<file path="src/rtl/core/lpd_pkg.sv">
// Shared types and constants for the length-prefixed deframer.
// Used by lpd_header_decode and length_prefixed_deframer_unit; no dependencies.
package lpd_pkg;

  // Header size in bytes and the width of the stream position counter.
  localparam int unsigned HeaderBytes = 4;
  localparam int unsigned PosW        = 32;
  localparam int unsigned LenW        = 32;
  localparam int unsigned MaxW        = 18;

  localparam logic [LenW-1:0] HeaderLen  = LenW'(HeaderBytes);
  localparam logic [PosW-1:0] HdrLastPos = PosW'(HeaderBytes - 1);

  // Reset value of the maximum message length register.
  localparam logic [MaxW-1:0] MaxBytesReset = MaxW'(4000);

  // Length modes.
  localparam logic ModeSplit16 = 1'b0;
  localparam logic ModeTotal32 = 1'b1;

  // Configuration register indexes.
  localparam logic CfgIdxLengthMode = 1'b0;
  localparam logic CfgIdxMaxBytes   = 1'b1;

  // Result of decoding a complete 4-byte header.
  typedef struct packed {
    logic [LenW-1:0] length;       // total message length, header included
    logic            error;        // oversized or short length
    logic            header_only;  // message ends on the last header byte
  } lpd_decode_t;

endpackage

</file>
<file path="src/rtl/core/length_prefixed_deframer_unit.sv">
// Top level of the length-prefixed deframer: framing state and result register.
// Depends on lpd_pkg and lpd_header_decode.
//
// Usage: one received byte per word enters on the input channel (in_valid_i,
// in_stall_o, rx_byte_i). Every byte leaves as one word on the output channel
// (out_valid_o, out_stall_i) with first/last marks, and from the fourth header
// byte on with the decoded message length and an error flag.
// The output is registered: a byte accepted on the input is offered in the cycle after.
// Throughput is one byte per cycle; the result register is refilled in the
// same cycle its word is taken, so in_stall_o is high only while the output
// register is full and out_stall_i is high.
// The header word is decoded in one pass on its fourth byte; later bytes only
// compare the position counter against the stored last position.
// Reset clears the framing state to the start of a message, empties the output
// register, and sets length mode 0 and a maximum message length of 4000.
// Configuration writes (cfg_we_i, cfg_index_i, cfg_wdata_i) take effect at the
// next header decode.
module length_prefixed_deframer_unit import lpd_pkg::*; (
  input  logic            clk_i,
  input  logic            rst_ni,
  // configuration
  input  logic            cfg_we_i,
  input  logic            cfg_index_i,
  input  logic [MaxW-1:0] cfg_wdata_i,
  // input channel
  input  logic            in_valid_i,
  output logic            in_stall_o,
  input  logic [7:0]      rx_byte_i,
  // output channel
  output logic            out_valid_o,
  input  logic            out_stall_i,
  output logic [7:0]      data_byte_o,
  output logic            first_of_message_o,
  output logic            last_of_message_o,
  output logic            header_done_o,
  output logic [LenW-1:0] message_length_o,
  output logic            length_error_o
);

  // Configuration registers.
  logic            length_mode_q;
  logic [MaxW-1:0] max_bytes_q;

  always_ff @(posedge clk_i or negedge rst_ni) begin
    if (!rst_ni) begin
      length_mode_q <= ModeSplit16;
      max_bytes_q   <= MaxBytesReset;
    end else if (cfg_we_i) begin
      unique case (cfg_index_i)
        CfgIdxLengthMode: length_mode_q <= cfg_wdata_i[0];
        default:          max_bytes_q   <= cfg_wdata_i;
      endcase
    end
  end

  // Handshake: accept whenever the output register is free or being emptied.
  logic out_valid_q;
  logic in_accept;

  assign in_stall_o = out_valid_q && out_stall_i;
  assign in_accept  = in_valid_i && !in_stall_o;

  // Framing state.
  logic [23:0]     header_shift_q, header_shift_d;
  logic [PosW-1:0] pos_q, pos_d;
  logic [LenW-1:0] total_q, total_d;
  logic [LenW-1:0] last_pos_q, last_pos_d;
  logic            err_q, err_d;

  lpd_decode_t decode;

  lpd_header_decode u_decode (
    .header_word_i (
      {header_shift_q, rx_byte_i}),
    .length_mode_i (length_mode_q),
    .max_bytes_i   (max_bytes_q),
    .decode_o      (decode)
  );

  logic            in_header;
  logic            hdr_last;
  logic            res_last;
  logic            res_done;
  logic [LenW-1:0] res_len;
  logic            res_err;

  // Per-byte result and next framing state.
  always_comb begin
    in_header = (pos_q < HdrLastPos);
    hdr_last  = (pos_q == HdrLastPos);

    header_shift_d = header_shift_q;
    total_d        = total_q;
    last_pos_d     = last_pos_q;
    err_d          = err_q;

    res_done = !in_header;
    res_len  = '0;
    res_err  = 1'b0;
    res_last = 1'b0;

    priority if (in_header) begin
      header_shift_d = {header_shift_q[15:0], rx_byte_i};
    end else if (hdr_last) begin
      header_shift_d = '0;
      total_d        = decode.length;
      last_pos_d     = decode.length - LenW'(1);
      err_d          = decode.error;
      res_len        = decode.length;
      res_err        = decode.error;
      res_last       = decode.header_only;
    end else begin
      res_len  = total_q;
      res_err  = err_q;
      res_last = (pos_q == last_pos_q);
    end

    pos_d = res_last ? '0 : pos_q + PosW'(1);
  end

  always_ff @(posedge clk_i or negedge rst_ni) begin
    if (!rst_ni) begin
      header_shift_q <= '0;
      pos_q          <= '0;
      total_q        <= '0;
      last_pos_q     <= '0;
      err_q          <= 1'b0;
    end else if (in_accept) begin
      header_shift_q <= header_shift_d;
      pos_q          <= pos_d;
      total_q        <= total_d;
      last_pos_q     <= last_pos_d;
      err_q          <= err_d;
    end
  end

  // Output register.
  always_ff @(posedge clk_i or negedge rst_ni) begin
    if (!rst_ni) begin
      out_valid_q <= 1'b0;
    end else if (in_accept) begin
      out_valid_q <= 1'b1;
    end else if (!out_stall_i) begin
      out_valid_q <= 1'b0;
    end
  end

  always_ff @(posedge clk_i) begin
    if (in_accept) begin
      data_byte_o        <= rx_byte_i;
      first_of_message_o <= (pos_q == '0);
      last_of_message_o  <= res_last;
      header_done_o      <= res_done;
      message_length_o   <= res_len;
      length_error_o     <= res_err;
    end
  end

  assign out_valid_o = out_valid_q;

  // Assertions.
  a_stall_needs_full: assert property (@(posedge clk_i) disable iff (!rst_ni)
    in_stall_o |-> out_valid_o)
    else $error("input stalled while output register is empty");

  a_first_not_done: assert property (@(posedge clk_i) disable iff (!rst_ni)
    (out_valid_o && first_of_message_o) |-> !header_done_o)
    else $error("first byte of a message marked as past the header");

  a_len_before_hdr: assert property (@(posedge clk_i) disable iff (!rst_ni)
    (out_valid_o && !header_done_o) |-> (message_length_o == '0 && !length_error_o))
    else $error("length or error shown before the header is complete");

  a_len_min: assert property (@(posedge clk_i) disable iff (!rst_ni)
    (out_valid_o && header_done_o) |-> (message_length_o >= HeaderLen))
    else $error("decoded message length below header size");

  a_last_resets_pos: assert property (@(posedge clk_i) disable iff (!rst_ni)
    (in_accept && res_last) |=> (pos_q == '0))
    else $error("position counter not rewound after last byte");

endmodule

</file>
<file path="src/rtl/core/lpd_header_decode.sv">
// Combinational decode of a complete header word into length and error flags.
// Depends on lpd_pkg.
module lpd_header_decode import lpd_pkg::*; (
  input  logic [31:0]     header_word_i,
  input  logic            length_mode_i,
  input  logic [MaxW-1:0] max_bytes_i,
  output lpd_decode_t     decode_o
);

  logic [LenW-1:0] len_split;
  logic            too_short;
  logic [LenW-1:0] len;
  logic            header_only;

  // Two big-endian 16-bit lengths plus the header.
  assign len_split = HeaderLen + LenW'(header_word_i[31:16]) + LenW'(header_word_i[15:0]);

  // A 32-bit length below the header size is flagged and taken as the header alone.
  assign too_short = (header_word_i < HeaderLen);

  always_comb begin
    unique case (length_mode_i)
      ModeSplit16: begin
        len         = len_split;
        header_only = (header_word_i == '0);
      end
      default: begin
        len         = too_short ? HeaderLen : header_word_i;
        header_only = (header_word_i <= HeaderLen);
      end
    endcase
  end

  always_comb begin
    decode_o.length      = len;
    decode_o.header_only = header_only;
    decode_o.error       = ((length_mode_i == ModeTotal32) && too_short) ||
                           (len > LenW'(max_bytes_i));
  end

endmodule
</file>
<file path="config.mk">
export PLATFORM = sky130hd
export DESIGN_NAME = length_prefixed_deframer_unit
export DESIGN_NICKNAME = d
export VERILOG_FILES = /design/src/rtl/core/lpd_pkg.sv /design/src/rtl/core/length_prefixed_deframer_unit.sv /design/src/rtl/core/lpd_header_decode.sv
export SDC_FILE = /design/constraint.sdc
export NUM_CORES = 1
export LEC_CHECK = 0
export ABC_AREA = 1
export BUFFER_PORTS_ARGS = -buffer_cell sky130_fd_sc_hd__clkbuf_2
export CORE_ASPECT_RATIO = 0.5
export CORE_MARGIN = 2
export CORE_UTILIZATION = 52
export DETAILED_ROUTE_END_ITERATION = 16
export GPL_ROUTABILITY_DRIVEN = 0
export GPL_TIMING_DRIVEN = 0
export PLACE_DENSITY = 0.73
export SETUP_SLACK_MARGIN = 0.5
export SYNTH_ARGS = -nofsm -noshare
export SYNTH_HDL_FRONTEND = slang
export SYNTH_HIERARCHICAL = 1
export SYNTH_SLANG_ARGS = --single-unit
</file>
<file path="constraint.sdc">
create_clock -name clk_i -period 3.55 [get_ports clk_i]
set_clock_uncertainty 0.15 [all_clocks]
set_input_delay 0.355 -clock clk_i [delete_from_list [all_inputs] [get_ports clk_i]]
set_output_delay 0.355 -clock clk_i [all_outputs]
set_load 0.02 [all_outputs]
</file>
==> impl_metrics.xml <==
<?xml version="1.0" encoding="UTF-8"?>
<metrics>
  <group name="power_and_ir_drop">
    <metric name="leakagePower" unit="nW">7.27</metric>
    <metric name="post-layout-total-power" unit="mW">5.27</metric>
    <metric name="clock_network_fraction_of_total_power" unit="">0.348</metric>
    <metric name="cellPowerDensity" unit="mW/mm^2">365</metric>
    <metric name="switchingPower" unit="mW">1.64</metric>
    <metric name="sequentialPowerShare" unit="">0.452</metric>
    <metric name="share_comb_of_total_power" unit="">0.200</metric>
    <metric name="power.internal" unit="mW">3.63</metric>
    <metric name="power.switching_fraction" unit="">0.312</metric>
    <metric name="vdd.ir_drop.worst" unit="V">0.000308</metric>
  </group>
  <group name="drt">
    <metric name="wl" unit="um">35300</metric>
    <metric name="drt-vias-per-instance" unit="">5.68</metric>
    <metric name="drt_iter0_markers" unit="">1194</metric>
    <metric name="detailedRoute.firstPassIterationCount" unit="">6</metric>
    <metric name="detail_route.drc_violations" unit="">0</metric>
    <metric name="dr_total_vias" unit="">11100</metric>
    <metric name="wire_per_inst" unit="um">18.1</metric>
    <metric name="route.antenna.remaining_nets" unit="">0</metric>
  </group>
  <group name="clock_tree">
    <metric name="clk_pin_slew_worst_paths" unit="ns">0.07</metric>
    <metric name="cts_buffers" unit="">17</metric>
    <metric name="clock_tree.root_cell" unit="">sky130_fd_sc_hd__clkbuf_16</metric>
    <metric name="ctsLongestPathBuffers" unit="">2</metric>
    <metric name="cts_tree" unit="">done</metric>
    <metric name="insertion_delay_to_the_later_sink_of_the_worst_skew_pair" unit="ns">0.45</metric>
    <metric name="clock_sinks" unit="">185</metric>
    <metric name="cts-htree-levels" unit="">4</metric>
  </group>
  <group name="global_route">
    <metric name="grt_util_all_layers" unit="">0.295</metric>
    <metric name="grt_first_pass_wirelength" unit="um">52600</metric>
    <metric name="antenna_found_initial" unit="">0</metric>
    <metric name="grt_pass1_vias" unit="">10300</metric>
    <metric name="grt_start_max_net_pins" unit="">81</metric>
    <metric name="overflow" unit="">0</metric>
  </group>
  <group name="worst_setup_path">
    <metric name="critPathMostFrequentCell" unit="">sky130_fd_sc_hd__nand2_1</metric>
    <metric name="critical_path.max_stage_delay" unit="ns">0.40</metric>
    <metric name="worstPathBufferInverterCount" unit="">3</metric>
    <metric name="worstSetupEndpointType" unit="">register</metric>
    <metric name="worst-path-max-fanout" unit="">5</metric>
    <metric name="cp_cell_sequence" unit="">inv_1, ha_2, inv_1, fa_2, nand2_1, nand3_4, xnor2_2, a21oi_4, ha_1, nand2_1, inv_1, nand2_1, nor2_2, nand3_1, nand2_1, nand3_1, nor2_1, nand3_1, nand2_1, a21boi_2, nor2_1</metric>
    <metric name="critical-path-slowest-cell" unit="">sky130_fd_sc_hd__dfrtp_2</metric>
    <metric name="critical-path-top-delay-family" unit="">simple AND/OR/NAND/NOR gates</metric>
    <metric name="kind_of_start_point_of_the_critical_path" unit="">register</metric>
    <metric name="path_class" unit="">register to register</metric>
    <metric name="timing.critical_path.required" unit="ns">3.59</metric>
    <metric name="crit_arrival" unit="ns">3.86</metric>
  </group>
  <group name="synthesis">
    <metric name="synth-adder-area-share" unit="">0.0587</metric>
    <metric name="ys_seq_area_frac" unit="">0.425</metric>
    <metric name="average_size_of_a_mapped_cell" unit="um^2">7.79</metric>
    <metric name="synth-xor-area-share" unit="">0.0644</metric>
    <metric name="muxShareOfSynthArea" unit="">0.0168</metric>
    <metric name="netlist-cell-type-count" unit="">54</metric>
    <metric name="synth_top_family_by_area" unit="">simple AND/OR/NAND/NOR gates</metric>
    <metric name="synth_simple_gate_area_frac" unit="">0.272</metric>
    <metric name="syn_warnings" unit="">6</metric>
    <metric name="async_reset_ff_frac" unit="">0.762</metric>
    <metric name="synthesis.instances" unit="">1466</metric>
    <metric name="mappedNetlistNets" unit="">1551</metric>
    <metric name="synthesis.area" unit="mm^2">0.0114</metric>
    <metric name="synth-compound-area-share" unit="">0.0730</metric>
    <metric name="ys.flop_type" unit="">sky130_fd_sc_hd__dfrtp_1</metric>
    <metric name="yosys_register_bits" unit="">185</metric>
    <metric name="synth_enable_flop_cells" unit="">44</metric>
  </group>
  <group name="cells_and_area">
    <metric name="nets" unit="">1726</metric>
    <metric name="register_area" unit="mm^2">0.00488</metric>
    <metric name="filler_cell_count" unit="">1615</metric>
    <metric name="final_layout_size_suffix_gt1_frac" unit="">0.257</metric>
    <metric name="multi_input_area" unit="mm^2">0.00650</metric>
    <metric name="antenna_cells" unit="">0</metric>
    <metric name="syn_to_final_growth" unit="%">26.4</metric>
  </group>
  <group name="floorplan">
    <metric name="die-area" unit="mm^2">0.0232</metric>
    <metric name="die_x" unit="um">214</metric>
    <metric name="number_of_primary_i_o_pins" unit="">78</metric>
    <metric name="initial_core_util" unit="">0.529</metric>
    <metric name="core.rowCount" unit="">38</metric>
    <metric name="floorplan.die.height" unit="um">109</metric>
    <metric name="core" unit="mm^2">0.0216</metric>
  </group>
  <group name="status">
    <metric name="violated_checks" unit="">negative setup slack</metric>
    <metric name="outcome" unit="">finished, violations left</metric>
  </group>
  <group name="timing">
    <metric name="setup_slack" unit="ns">-0.267</metric>
    <metric name="post-route-period-util" unit="">1.08</metric>
    <metric name="rsz0062_at_grt" unit="">yes</metric>
    <metric name="fmax" unit="GHz">0.262</metric>
    <metric name="min_period" unit="ns">3.82</metric>
    <metric name="worstMarginPinSlew" unit="ns">0.836</metric>
    <metric name="report.final.setup_viol" unit="">13</metric>
    <metric name="report.final.hold_viol_count" unit="">0</metric>
    <metric name="max_slew_margin" unit="">0.443</metric>
    <metric name="finalMaxSlewViolations" unit="">0</metric>
  </group>
  <group name="place">
    <metric name="dpl.hpwl" unit="um">22800</metric>
    <metric name="dp_slack" unit="ns">-0.701</metric>
    <metric name="numPortBuffers" unit="">77</metric>
  </group>
  <group name="flow_run">
    <metric name="cap_viol_max_count" unit="">0</metric>
  </group>
  <group name="min_path">
    <metric name="worstHoldPathType" unit="">primary input to register</metric>
  </group>
</metrics>
final cells by class:
cell class	count	area share
Buffer	50	0.0188
Clock buffer	20	0.0312
Clock inverter	12	0.00728
Inverter	201	0.0526
Multi-Input combinational cell	1030	0.451
Sequential cell	185	0.338
Tap cell	300	0.0260
Timing Repair Buffer	156	0.0754
stage by stage:
stage / utilization / TNS, ns / hold WS [ns] / std cells / area, um^2
after floorplan: - / 0 / -0.0906 / 1466 / 11500
after global placement: 0.566 / -47.56 / 0.311 / 1843 / 12200
after detailed placement: 0.568 / -3.77 / 0.234 / 1844 / 12300
after CTS: 0.644 / -0.0263 / 0.00180 / 1930 / 13900
after global routing: 0.669 / -2.29 / 0.00239 / 1954 / 14400
final: 0.669 / -1.29 / 0.00659 / 1954 / 14400
cell usage in the layout, fill, tap and decap left out, drive strengths merged, types with 44 or more instances in the layout:
cell,n
inv,208
nand3,79
edfxtp,44
clkbuf,106
ha,52
o21ai,71
nor2,180
nand2,404
dfrtp,135
buf,104
path summary, 6_finish.rpt:
path	end	startpoint	cells after the start	slack (ns)
setup / recovery	length_error_o	header_shift_q[10]	21	-0.27
hold / removal	max_bytes_q[17]	cfg_wdata_i[17]	2	0.007
setup reg to reg	length_error_o	header_shift_q[10]	21	-0.27
hold reg to reg	total_q[3]	total_q[3]	2	0.34
max in group asynchronous	pos_q[25]	rst_ni	3	2.15
min in group asynchronous	header_shift_q[0]	rst_ni	2	0.30
flip-flops by register name, summed over array words and instances (netlist names):
signal              flops
header_done_o           1
length_mode_q           1
last_pos_q             32
err_q                   1
max_bytes_q            18
total_q                32
length_error_o          1
data_byte_o             8
message_length_o       32
header_shift_q         24
last_of_message_o       1
out_valid_o             1
first_of_message_o      1
pos_q                  32
synth_stat cells, types with 5 or more instances:
| cell type | number | area share |
|---|---|---|
| sky130_fd_sc_hd__nand3_1 | 76 | 0.033 |
| sky130_fd_sc_hd__edfxtp_1 | 44 | 0.12 |
| sky130_fd_sc_hd__a21oi_1 | 42 | 0.018 |
| sky130_fd_sc_hd__buf_2 | 35 | 0.015 |
| sky130_fd_sc_hd__xor2_1 | 43 | 0.033 |
| sky130_fd_sc_hd__nand2_1 | 400 | 0.13 |
| sky130_fd_sc_hd__dfstp_2 | 6 | 0.014 |
| sky130_fd_sc_hd__a21boi_0 | 12 | 0.0079 |
| sky130_fd_sc_hd__nand4_1 | 31 | 0.017 |
| sky130_fd_sc_hd__nor4_1 | 5 | 0.0027 |
| sky130_fd_sc_hd__dfrtp_1 | 135 | 0.30 |
| sky130_fd_sc_hd__o21ai_1 | 17 | 0.0075 |
| sky130_fd_sc_hd__clkbuf_1 | 8 | 0.0026 |
| sky130_fd_sc_hd__mux2_2 | 17 | 0.017 |
| sky130_fd_sc_hd__o21ai_0 | 53 | 0.023 |
| sky130_fd_sc_hd__xnor2_1 | 41 | 0.031 |
| sky130_fd_sc_hd__ha_1 | 52 | 0.057 |
| sky130_fd_sc_hd__inv_1 | 194 | 0.064 |
| sky130_fd_sc_hd__a21boi_1 | 9 | 0.0059 |
| sky130_fd_sc_hd__nor2_1 | 171 | 0.056 |
| sky130_fd_sc_hd__nor2_2 | 6 | 0.0033 |
| sky130_fd_sc_hd__nor3_1 | 18 | 0.0079 |
cell families after synthesis:
group / Yosys count
compound gates: 147
xor+xnor: 84
fa+ha+maj: 53
buf+inv: 251
flops: 185
mux: 17
simple gates: 729
power groups by stage:
stage	Sequential (mW)	Combinational (mW)	Clock, mW
CTS	2.38	0.933	1.84
detailed placement	2.42	0.820	0
floorplan	2.43	0.537	0
global placement	2.42	0.787	0
finish	2.38	1.05	1.83
global route	2.39	1.14	1.93
timing repair:
| action | CTS | global route |
|---|---|---|
| cloned | 0 | 0 |
| resized for setup | 126 | 77 |
| hold buffers | 15 | 1 |
| endpoints found under the setup margin | 87 | 34 |
| pin swaps | 40 | 43 |
| setup buffers | 39 | 23 |
| hold endpoints to repair | 69 | 1 |
per-layer routing:
metal  global-route usage  routed length, um  up-vias
met5                    0                  0        -
met4                0.171               2100        0
met3               0.0694               3540      213
met2                0.472              15800      699
met1                0.372              13800     5162
li1                     -                  -     5015
Note: power is estimated with default switching activity, not from simulation.
